<file path="src/rtl/tcsp_pkg.sv">
// Shared types and codes for the two-class slot pool.
package tcsp_pkg;

    localparam int IDX_W   = 6;
    localparam int CNT_W   = 7;
    localparam int CFG_AW  = 3;

    typedef enum logic [1:0] {
        OP_ACQ_ACTIVE = 2'd0,
        OP_ACQ_LISTEN = 2'd1,
        OP_RELEASE    = 2'd2,
        OP_UNUSED     = 2'd3
    } pool_op_t;

    typedef enum logic [1:0] {
        STATUS_OK        = 2'd0,
        STATUS_EMPTY     = 2'd1,
        STATUS_NOT_FOUND = 2'd2,
        STATUS_RSVD      = 2'd3
    } pool_status_t;

    localparam logic [CFG_AW-1:0] REG_SLOTS_IN_USE = 3'd0;

    typedef struct packed {
        logic [1:0]       opcode;
        logic [IDX_W-1:0] slot_to_release;
    } pool_req_t;

    typedef struct packed {
        logic [IDX_W-1:0] slot_index;
        logic [1:0]       status;
    } pool_rsp_t;

endpackage

</file>
<file path="src/rtl/two_class_slot_pool.sv">
// Two-class slot pool: free-queue slot allocator with an APB register port.
// A request taken at a clock edge is held in the input register; its result, marked by
// done, is then registered in the result register.
// Throughput: one request every cycle; busy stays low, the free-queue memory has one
// write and one prefetch read of the next head entry per cycle.
// Reset, or a write of slots_in_use, returns every slot to free.
module two_class_slot_pool #(
    parameter int SLOTS = 64
) (
    input  logic                        clk,
    input  logic                        rst_n,
    input  logic                        start,
    output logic                        busy,
    input  tcsp_pkg::pool_req_t         req,
    output logic                        done,
    output tcsp_pkg::pool_rsp_t         rsp,
    input  logic                        psel,
    input  logic                        penable,
    input  logic                        pwrite,
    input  logic [tcsp_pkg::CFG_AW-1:0] paddr,
    input  logic [31:0]                 pwdata,
    output logic [31:0]                 prdata,
    output logic                        pready
);
    import tcsp_pkg::*;

    localparam int POOL_LIMIT = (SLOTS < 64) ? SLOTS : 64;
    localparam int PW         = $clog2(POOL_LIMIT);
    localparam logic [CNT_W-1:0] LIMIT_C = CNT_W'(POOL_LIMIT);

    function automatic logic [PW-1:0] ring_next(input logic [PW-1:0] pos,
                                                input logic [CNT_W-1:0] lim);
        logic [CNT_W-1:0] nxt;
        nxt = CNT_W'(pos) + CNT_W'(1);
        return (nxt >= lim) ? '0 : nxt[PW-1:0];
    endfunction

    // Configuration
    logic             cfg_wr;
    logic [CNT_W-1:0] cfg_val;
    logic [CNT_W-1:0] siu_reg;

    // Input register
    logic             in_vld_reg;
    pool_req_t        in_reg;

    // Pool state
    logic [PW-1:0]         head_reg, head_next;
    logic [PW-1:0]         tail_reg, tail_next;
    logic [CNT_W-1:0]      count_reg, count_next;
    logic [POOL_LIMIT-1:0] occ_reg, occ_next;
    logic [POOL_LIMIT-1:0] wvld_reg, wvld_next;

    // Free-queue memory and head prefetch
    logic [IDX_W-1:0] free_mem [POOL_LIMIT];
    logic [IDX_W-1:0] rd_data_reg;
    logic             hit_wr_reg;
    logic             hit_byp_reg;
    logic [IDX_W-1:0] byp_data_reg;
    logic [IDX_W-1:0] head_val;

    // Result
    logic             rel_ok;
    pool_rsp_t        rsp_next, rsp_reg;
    logic             done_reg;

    assign busy   = 1'b0;
    assign pready = 1'b1;
    assign done   = done_reg;
    assign rsp    = rsp_reg;
    assign prdata = (paddr[2] == REG_SLOTS_IN_USE[2]) ? {25'd0, siu_reg} : 32'd0;

    assign cfg_wr = psel && penable && pwrite && (paddr[2] == REG_SLOTS_IN_USE[2]);

    always_comb
    begin
        cfg_val = pwdata[CNT_W-1:0];
        if (cfg_val == '0)
            cfg_val = CNT_W'(1);
        else if (cfg_val > LIMIT_C)
            cfg_val = LIMIT_C;
    end

    // An entry never written since the last refill still holds its own position.
    assign head_val = hit_byp_reg ? byp_data_reg :
                      hit_wr_reg  ? rd_data_reg  : IDX_W'(head_reg);

    always_comb
    begin
        head_next  = head_reg;
        tail_next  = tail_reg;
        count_next = count_reg;
        occ_next   = occ_reg;
        wvld_next  = wvld_reg;
        rel_ok     = 1'b0;
        rsp_next.slot_index = '0;
        rsp_next.status     = STATUS_NOT_FOUND;

        if (in_vld_reg)
        begin
            case (in_reg.opcode) inside
                OP_ACQ_ACTIVE, OP_ACQ_LISTEN:
                begin
                    if (count_reg == '0)
                    begin
                        rsp_next.status = STATUS_EMPTY;
                    end
                    else
                    begin
                        head_next  = ring_next(head_reg, siu_reg);
                        count_next = count_reg - CNT_W'(1);
                        occ_next[head_val[PW-1:0]] = 1'b1;
                        rsp_next.slot_index = head_val;
                        rsp_next.status     = STATUS_OK;
                    end
                end
                OP_RELEASE:
                begin
                    // Only the occupancy of a slot affects any result, so the
                    // active and listening classes share one occupied bit.
                    if (({1'b0, in_reg.slot_to_release} < siu_reg) &&
                        occ_reg[in_reg.slot_to_release[PW-1:0]] &&
                        (count_reg < siu_reg))
                    begin
                        rel_ok     = 1'b1;
                        occ_next[in_reg.slot_to_release[PW-1:0]] = 1'b0;
                        wvld_next[tail_reg] = 1'b1;
                        tail_next  = ring_next(tail_reg, siu_reg);
                        count_next = count_reg + CNT_W'(1);
                        rsp_next.slot_index = in_reg.slot_to_release;
                        rsp_next.status     = STATUS_OK;
                    end
                end
                default:
                begin
                    rsp_next.status = STATUS_NOT_FOUND;
                end
            endcase
        end

        if (cfg_wr)
        begin
            head_next  = '0;
            tail_next  = '0;
            count_next = cfg_val;
            occ_next   = '0;
            wvld_next  = '0;
        end
    end

    always_ff @(posedge clk or negedge rst_n)
    begin
        if (!rst_n)
        begin
            siu_reg     <= LIMIT_C;
            in_vld_reg  <= 1'b0;
            head_reg    <= '0;
            tail_reg    <= '0;
            count_reg   <= LIMIT_C;
            occ_reg     <= '0;
            wvld_reg    <= '0;
            hit_wr_reg  <= 1'b0;
            hit_byp_reg <= 1'b0;
            done_reg    <= 1'b0;
        end
        else
        begin
            if (cfg_wr)
                siu_reg <= cfg_val;
            in_vld_reg <= start && !busy;
            head_reg   <= head_next;
            tail_reg   <= tail_next;
            count_reg  <= count_next;
            occ_reg    <= occ_next;
            wvld_reg   <= wvld_next;
            // A release that writes the entry the head moves onto is forwarded.
            hit_byp_reg <= rel_ok && (tail_reg == head_next) && !cfg_wr;
            hit_wr_reg  <= wvld_reg[head_next] && !cfg_wr;
            done_reg    <= in_vld_reg;
        end
    end

    always_ff @(posedge clk)
    begin
        if (start && !busy)
            in_reg <= req;
        byp_data_reg <= in_reg.slot_to_release;
        rsp_reg      <= rsp_next;
    end

    always_ff @(posedge clk)
    begin
        if (rel_ok)
            free_mem[tail_reg] <= in_reg.slot_to_release;
        rd_data_reg <= free_mem[head_next];
    end

endmodule

</file>
<file path="config.mk">
export PLATFORM = sky130hd
export DESIGN_NAME = two_class_slot_pool
export DESIGN_NICKNAME = d
export VERILOG_FILES = /design/src/rtl/tcsp_pkg.sv /design/src/rtl/two_class_slot_pool.sv
export SDC_FILE = /design/constraint.sdc
export NUM_CORES = 1
export LEC_CHECK = 0
export BUFFER_PORTS_ARGS = -buffer_cell sky130_fd_sc_hd__buf_2
export CAP_MARGIN = 20
export CELL_PAD_IN_SITES_DETAIL_PLACEMENT = 1
export CELL_PAD_IN_SITES_GLOBAL_PLACEMENT = 1
export CORE_UTILIZATION = 46
export DETAILED_ROUTE_END_ITERATION = 10
export GPL_ROUTABILITY_DRIVEN = 1
export HOLD_SLACK_MARGIN = 0.1
export PLACE_DENSITY = 0.82
export SYNTH_ARGS = -nofsm -noshare
export SYNTH_HDL_FRONTEND = slang
export SYNTH_SLANG_ARGS = --single-unit
export TNS_END_PERCENT = 20
</file>
<file path="constraint.sdc">
create_clock -name clk -period 3.96 [get_ports clk]
set_input_delay 0.198 -clock clk [delete_from_list [all_inputs] [get_ports clk]]
set_output_delay 0.198 -clock clk [all_outputs]
set_load 0.05 [all_outputs]
</file>
==> run metrics, run 1 <==
PnR worst setup slack -0.01723 ns; top cells by count, synth 392 x edfxtp_1, 320 x nand2_1, 159 x nor2_1, 156 x dfrtp_1, 104 x a21oi_1; hold crit path type primary input to async pin; Netlist cell types 84; nets 2411; Reg area 16130 µm²; CTS H-tree lvls 2; Max Root-Sink Buffers 3; non-filler cells, final 3129; ANT nets after route 0; Die Width 239.5 µm; worst reg2reg path startpoint head_reg[2]$_DFF_PN0_; highest-delay cell along the critical path dfrtp_1; PwrDens 709.9 nW/µm²; Clock transition at path regs 0.07 ns; Port Buffers 37; Yosys reg bits 570; Avg WL per Cell 27.68 µm; ys flop type edfxtp_1; Vias per Instance 6.459; Placer Congestion 0.9535; final cycle utilization of the critical path 100.4%; crit path launch head_reg[2]$_DFF_PN0_; First DRT Iteration DRCs 2048; main combinational cell family by area after synthesis compound AO/OA/AOI/OAI gates; cell breakdown of the critical path and3_1 -> nand3_1 -> xor2_2 -> inv_1 -> ha_1 -> and2_4 -> nand3_2 -> o211ai_1 -> a2bb2oi_4 -> clkinv_2 -> buf_12 -> buf_12 -> a211oi_2 -> a311oi_2 -> nor4_2 -> buf_4 -> a311oi_1 -> a221o_1; final hold vios 0; largest net degree at the start of global routing 82; R2R Path End rd_data_reg[1]$_DFF_P_; Startpoint Class register; cell taking the most area after synthesis edfxtp_1; Critical Path Most Common Cell buf_12; synth-to-layout area growth 16.56%; Post-Synth Simple-Gate Area 13.29%; Multi-input gate area 8916 µm²; Core Footprint 55420 µm²; Starting Density 46.82%; post-synthesis async set-or-reset flop share 27.72%; Worst Tran Pin Value 0.9180 ns; dpl hpwl 55490 µm; via count 20.21k; initial antenna violation count 0; first-pass GRT wire length 131400 µm; CTS Root Buffer Type clkbuf_16; num rows 86; Adder-Cell Fraction of Synth Area 1.620%; gr usage total 30.44%; number of buffers created by CTS 59; final setup fails 1; Clock Sinks 570; Detailed Routing Iterations Pass 1 7; Pleak 11.51 nW; slowest stage delay, CP 0.42 ns; Critical Path Sink rd_data_reg[1]$_DFF_P_; Critical Path AT 4.51 ns; final worst path period need 3.977 ns; Post-Route WL 86600 µm; dpl cell area 27640 µm²; R2R Setup Slk -0.02 ns; post-synth top area share 45.37%; Post-Synth XOR/XNOR Area 0.6077%; setup_tns -0.01723 ns; crit path max fanout 19; DP Cell Count 2990; Slew headroom 38.80%; R2R depth 18; most frequent cell after synthesis edfxtp_1; Remaining DRCs 0; io pins 92; number of global-route vias before repair 21.37k; RSZ-0062 raised after global routing true; Ys Warns 0; Slew Viols, Final 0; fraction of the mapped netlist area in compound gates 15.30%; design area 30240 µm²; post-synthesis instance total 2206; skew final 0.04782 ns; Tot Pwr 21.47 mW; EDFF count, synth 392; CTS tree yes; Crit path required time 4.50 ns; failing checks negative setup slack; MaxCap Viol Count 0; GR Overflow Total 0; clk_lat worst skew 0.65 ns; fin util 54.57%; peak supply drop 0.0003886 V; max reg flops 384; layout cell share with drive strength beyond 1 16.43%; status finished with violations; fmax 251.4 MHz; synthesized area per cell 11.76 µm²; CP endpoint kind register; die area 57350 µm²; post-synthesis mux area share 2.503%; filler cell count 5675; Synth area leaders edfxtp_1 45%, dfrtp_1 15%, nand2_1 4.6%; die height 239.5 µm; Mapped Area 25940 µm²; post-synthesis sequential area ratio 62.17%; WS Path Type register to register
-- per-layer routing --
| metal | up-vias | track usage, % | share of wire (%) | routed length, µm |
|---|---|---|---|---|
| met3 | 268 | 5.463 | 8.1 | 6994 |
| met4 | 0 | 14.02 | 4.8 | 4132 |
| met1 | 10363 | 38.02 | 38 | 32600 |
| met5 | - | 0 | 0 | 0 |
| li1 | 8576 | - | - | - |
| met2 | 1003 | 51.37 | 50 | 42880 |
-- what timing repair did --
item | 4_1_cts | 5_1_grt
setup buffers | 3 | 5
gates resized for setup | 13 | 27
setup endpoints to repair | 7 | 14
hold buffers | 18 | 0
pin swaps | 2 | 4
endpoints found under the hold margin | 109 | 0
-- cells by family after synthesis --
kind of cell    Yosys count
xor+xnor                 18
compound gates          555
other cells               2
simple gates            748
buf+inv                 225
flops                   570
fa+ha+maj                33
mux                      55
-- layout by cell type, fill, tap and decap left out, drive strengths merged, types with 19 or more instances in the layout --
cell and n:
buf 214, mux2i 39, nand2 320, clkinv 21
nor2 161, o21a 20, dfxtp 20, o311ai 39
a221oi 26, nor3 37, ha 32, and3 43
conb 27, a31oi 47, nand3 97, a41oi 27
a211oi 46, dfrtp 156, a21oi 105, edfxtp 392
a32oi 19, a311oi 26, clkbuf 77, a32o 25
inv 29, o21ai 80
-- cell type report --
type / count / area share, %
Sequential cell: 570 / 53.34
Tap cell: 748 / 3.095
Timing Repair Buffer: 232 / 6.517
Clock inverter: 35 / 1.605
Clock buffer: 77 / 5.507
Antenna cell: 1 / 0.008275
Inverter: 30 / 0.4469
Multi-Input combinational cell: 1436 / 29.49
-- how the worst min path moves through the flow --
stage                                           to  depth (start not counted)  slack [ns]  startpoint
final                      occ_reg[10]$_DFFE_PN0P_                          2        0.13       rst_n
after global routing       wvld_reg[4]$_DFFE_PN0P_                          3        0.22      pwrite
after CTS                  occ_reg[10]$_DFFE_PN0P_                          2        0.18       rst_n
after detailed placement   occ_reg[10]$_DFFE_PN0P_                          1        0.29       rst_n
after global placement     occ_reg[15]$_DFFE_PN0P_                          1        0.27       rst_n
after floorplan           count_reg[0]$_DFFE_PN0P_                          0        -0.1       rst_n
-- stage by stage --
step,worst slack [ns],hold WS [ns]
2_1_floorplan,0.07437,-0.09759
3_3_place_gp,-0.09679,0.2729
3_5_place_dp,-0.3070,0.2896
4_1_cts,0.01448,0.1823
5_1_grt,-0.06385,0.2241
6_report,-0.01723,0.1278
-- power by group --
group / internal [mW] / switching, mW / total (mW)
clock network: 3.63 / 2.48 / 6.12
registers: 6.82 / 0.361 / 7.18
logic: 2.84 / 5.32 / 8.17
-- critical path: cells and delay by family, from the launching register on --
family | cells | cell delay (ns)
buffers and inverters | 5 | 0.73
and+or+nand+nor | 5 | 0.97
xor gates and xnor gates | 1 | 0.19
adders and majority gates | 1 | 0.27
DFF | 1 | 0.42
AOI/OAI and AO/OA | 6 | 1.24
(Power assumes the default switching activity.)
==> run 2: changes to the inputs <==
- BUFFER_PORTS_ARGS: -buffer_cell sky130_fd_sc_hd__buf_2 -> unset
- CORE_UTILIZATION: 46 -> 47
- DONT_BUFFER_PORTS: unset -> 1
==> run metrics, run 2 (same netlist as run 1, synthesis figures left out) <==
gr usage total 31.66% (was 30.44%); nets 2405 (was 2411); Min Hold Slack 0.1602 ns (was 0.1278 ns); Pleak 11.45 nW (was 11.51 nW); met3 GRT Util 5.677% (was 5.463%); Critical Path AT 4.59 ns (was 4.51 ns); PnR worst setup slack -0.08040 ns (was -0.01723 ns); status finished with violations (unchanged); Starting Density 47.93% (was 46.82%); Clock transition at path regs 0.07 ns (about the same); DP Cell Count 2926 (was 2990); clock network power share 27.0% (was 28.5%); layout cell share with drive strength beyond 1 15.71% (was 16.43%); crit path max fanout 29 (was 19); hold crit path type primary input to async pin (unchanged); CTS Root Buffer Type clkbuf_16 (unchanged); Worst Tran Pin Value 0.9753 ns (was 0.9180 ns); Die Width 236.9 µm (was 239.5 µm); final setup fails 5 (was 1); Slew Viols, Final 0 (unchanged); worst reg2reg path startpoint head_reg[1]$_DFF_PN0_ (was head_reg[2]$_DFF_PN0_); die area 56140 µm² (was 57350 µm²); setup_tns -0.2245 ns (was -0.01723 ns); GR Overflow Total 0 (unchanged); Placer Congestion 0.9265 (was 0.9535); met1 Use GR 39.45% (was 38.02%); CP endpoint kind register (unchanged); final worst path period need 4.040 ns (was 3.977 ns); first-pass GRT wire length 134600 µm (was 131400 µm); initial antenna violation count 2 (was 0); ANT nets after route 0 (unchanged); met2 usage 52.34% (was 51.37%); synth-to-layout area growth 16.01% (was 16.56%); most used routing layer met2 (unchanged); Max Root-Sink Buffers 3 (unchanged); via count 20.72k (was 20.21k); Detailed Routing Iterations Pass 1 7 (unchanged); Avg WL per Cell 30.21 µm (was 27.68 µm); CTS tree yes (unchanged); PwrDens 715.7 nW/µm² (was 709.9 nW/µm²); slowest stage delay, CP 0.45 ns (was 0.42 ns); RSZ-0062 raised after global routing true (unchanged); Tot Pwr 21.54 mW (was 21.47 mW); R2R Path End rd_data_reg[2]$_DFF_P_ (was rd_data_reg[1]$_DFF_P_); filler cell count 5509 (was 5675); Clock Sinks 570 (unchanged); fmax 247.5 MHz (was 251.4 MHz); cell breakdown of the critical path ha_4 -> nand3_1 -> xnor2_2 -> ha_1 -> a21o_1 -> a21oi_4 -> o211ai_1 -> buf_4 -> a2bb2oi_4 -> clkinv_4 -> buf_16 -> a21oi_1 -> a221oi_1 -> nor3_1 -> o21ai_0 -> buf_4 -> and4b_1 (was and3_1 -> nand3_1 -> xor2_2 -> inv_1 -> ha_1 -> and2_4 -> nand3_2 -> o211ai_1 -> a2bb2oi_4 -> clkinv_2 -> buf_12 -> buf_12 -> a211oi_2 -> a311oi_2 -> nor4_2 -> buf_4 -> a311oi_1 -> a221o_1); Port Buffers 0 (was 37); number of global-route vias before repair 21.70k (was 21.37k); Critical Path Most Common Cell buf_4 (was buf_12); fin util 55.60% (was 54.57%); pre-CTS setup slack -0.1520 ns (was -0.3070 ns); Net Sw Frac 39.96% (was 38.06%); R2R depth 17 (was 18); peak supply drop 0.0004529 V (was 0.0003886 V); final hold vios 0 (unchanged); Remaining DRCs 0 (unchanged); Core Footprint 54130 µm² (was 55420 µm²); Antenna Cells 0 (was 1); die height 236.9 µm (was 239.5 µm); MaxCap Viol Count 0 (unchanged); final cycle utilization of the critical path 102.0% (was 100.4%); Int Pwr 12.93 mW (was 13.30 mW); First DRT Iteration DRCs 2314 (was 2048); number of buffers created by CTS 59 (unchanged); skew final 0.05299 ns (was 0.04782 ns); worst path buffer plus inverter count 4 (was 5); failing checks negative setup slack (unchanged); io pins 92 (unchanged); most frequent cells in the layout 392 x edfxtp_1, 318 x nand2_1, 178 x buf_4 (was 392 x edfxtp_1, 319 x nand2_1, 159 x nor2_1); Top Family by Delay on Critical Path compound AO/OA/AOI/OAI gates (unchanged); total net switching power 8.607 mW (was 8.170 mW); max reg flops 384 (unchanged); num rows 85 (was 86); dpl hpwl 54540 µm (was 55490 µm); WS Path Type register to register (unchanged); largest net degree at the start of global routing 159 (was 82); clk_lat worst skew 0.67 ns (was 0.65 ns); design area 30100 µm² (was 30240 µm²); highest-delay cell along the critical path a221oi_1 (was dfrtp_1); Post-Route WL 92740 µm (was 86600 µm); Slew headroom 34.84% (was 38.80%); CTS H-tree lvls 2 (unchanged); Startpoint Class register (unchanged); R2R Setup Slk -0.08 ns (was -0.02 ns); most common cell after layout, fill and taps aside edfxtp_1 (unchanged); Vias per Instance 6.749 (was 6.459); sequential power share 34.0% (was 33.5%); power share of the combinational group 39.1% (was 38.0%); Crit path required time 4.51 ns (was 4.50 ns); dpl cell area 27520 µm² (was 27640 µm²); non-filler cells, final 3070 (was 3129)
run 2: how the worst max path moves through the flow:
stage                                from                         to  slack (ns)  depth (start not counted)
CTS                 head_reg[1]$_DFF_PN0_     rd_data_reg[2]$_DFF_P_       -0.09                         17
detailed placement  head_reg[0]$_DFF_PN0_     rd_data_reg[1]$_DFF_P_       -0.15                         15
global placement    head_reg[0]$_DFF_PN0_       hit_wr_reg$_DFF_PN0_        0.09                         14
floorplan             in_reg[2]$_DFFE_PP_  free_mem[58][0]$_DFFE_PP_        0.07                         12
finish              head_reg[1]$_DFF_PN0_     rd_data_reg[2]$_DFF_P_       -0.08                         17
global route        head_reg[1]$_DFF_PN0_       hit_wr_reg$_DFF_PN0_       -0.23                         15
run 2: routing by layer:
| layer | routed length (µm) | vias up | share of wire, % |
|---|---|---|---|
| met3 | 8342 | 365 | 9.0 |
| met2 | 44530 | 1260 | 48 |
| met4 | 5572 | 4 | 6.0 |
| met5 | 24 | - | 0.026 |
| li1 | - | 8552 | - |
| met1 | 34270 | 10537 | 37 |
run 2: layout make-up:
| class | count | area (µm²) | area share, % |
|---|---|---|---|
| multi-input cells | 1436 | 8916 | 29.62 |
| flip-flops and latches | 570 | 16130 | 53.59 |
| clock inverters | 40 | 439.2 | 1.459 |
| inverters | 30 | 133.9 | 0.4448 |
| repair buffers | 226 | 2062 | 6.851 |
| well taps | 696 | 870.8 | 2.893 |
| clock buffers | 72 | 1545 | 5.134 |
run 2: repair_timing:
item                                    4_1_cts  5_1_grt
hold buffers                                 22        0
hold endpoints to repair                    194        0
pin swaps                                     0        3
buffers inserted                              0        4
endpoints found under the setup margin        7        7
resized for setup                             3       48
cloned                                        0        5
run 2: power groups by stage:
stage	sequential, mW	combinational, mW	clock [mW]
2_1_floorplan	7.23	4.67	0
3_3_place_gp	7.34	6.91	0
6_report	7.32	8.41	5.81
3_5_place_dp	7.37	7.27	0
5_1_grt	7.33	8.78	6.02
4_1_cts	7.26	7.52	5.79
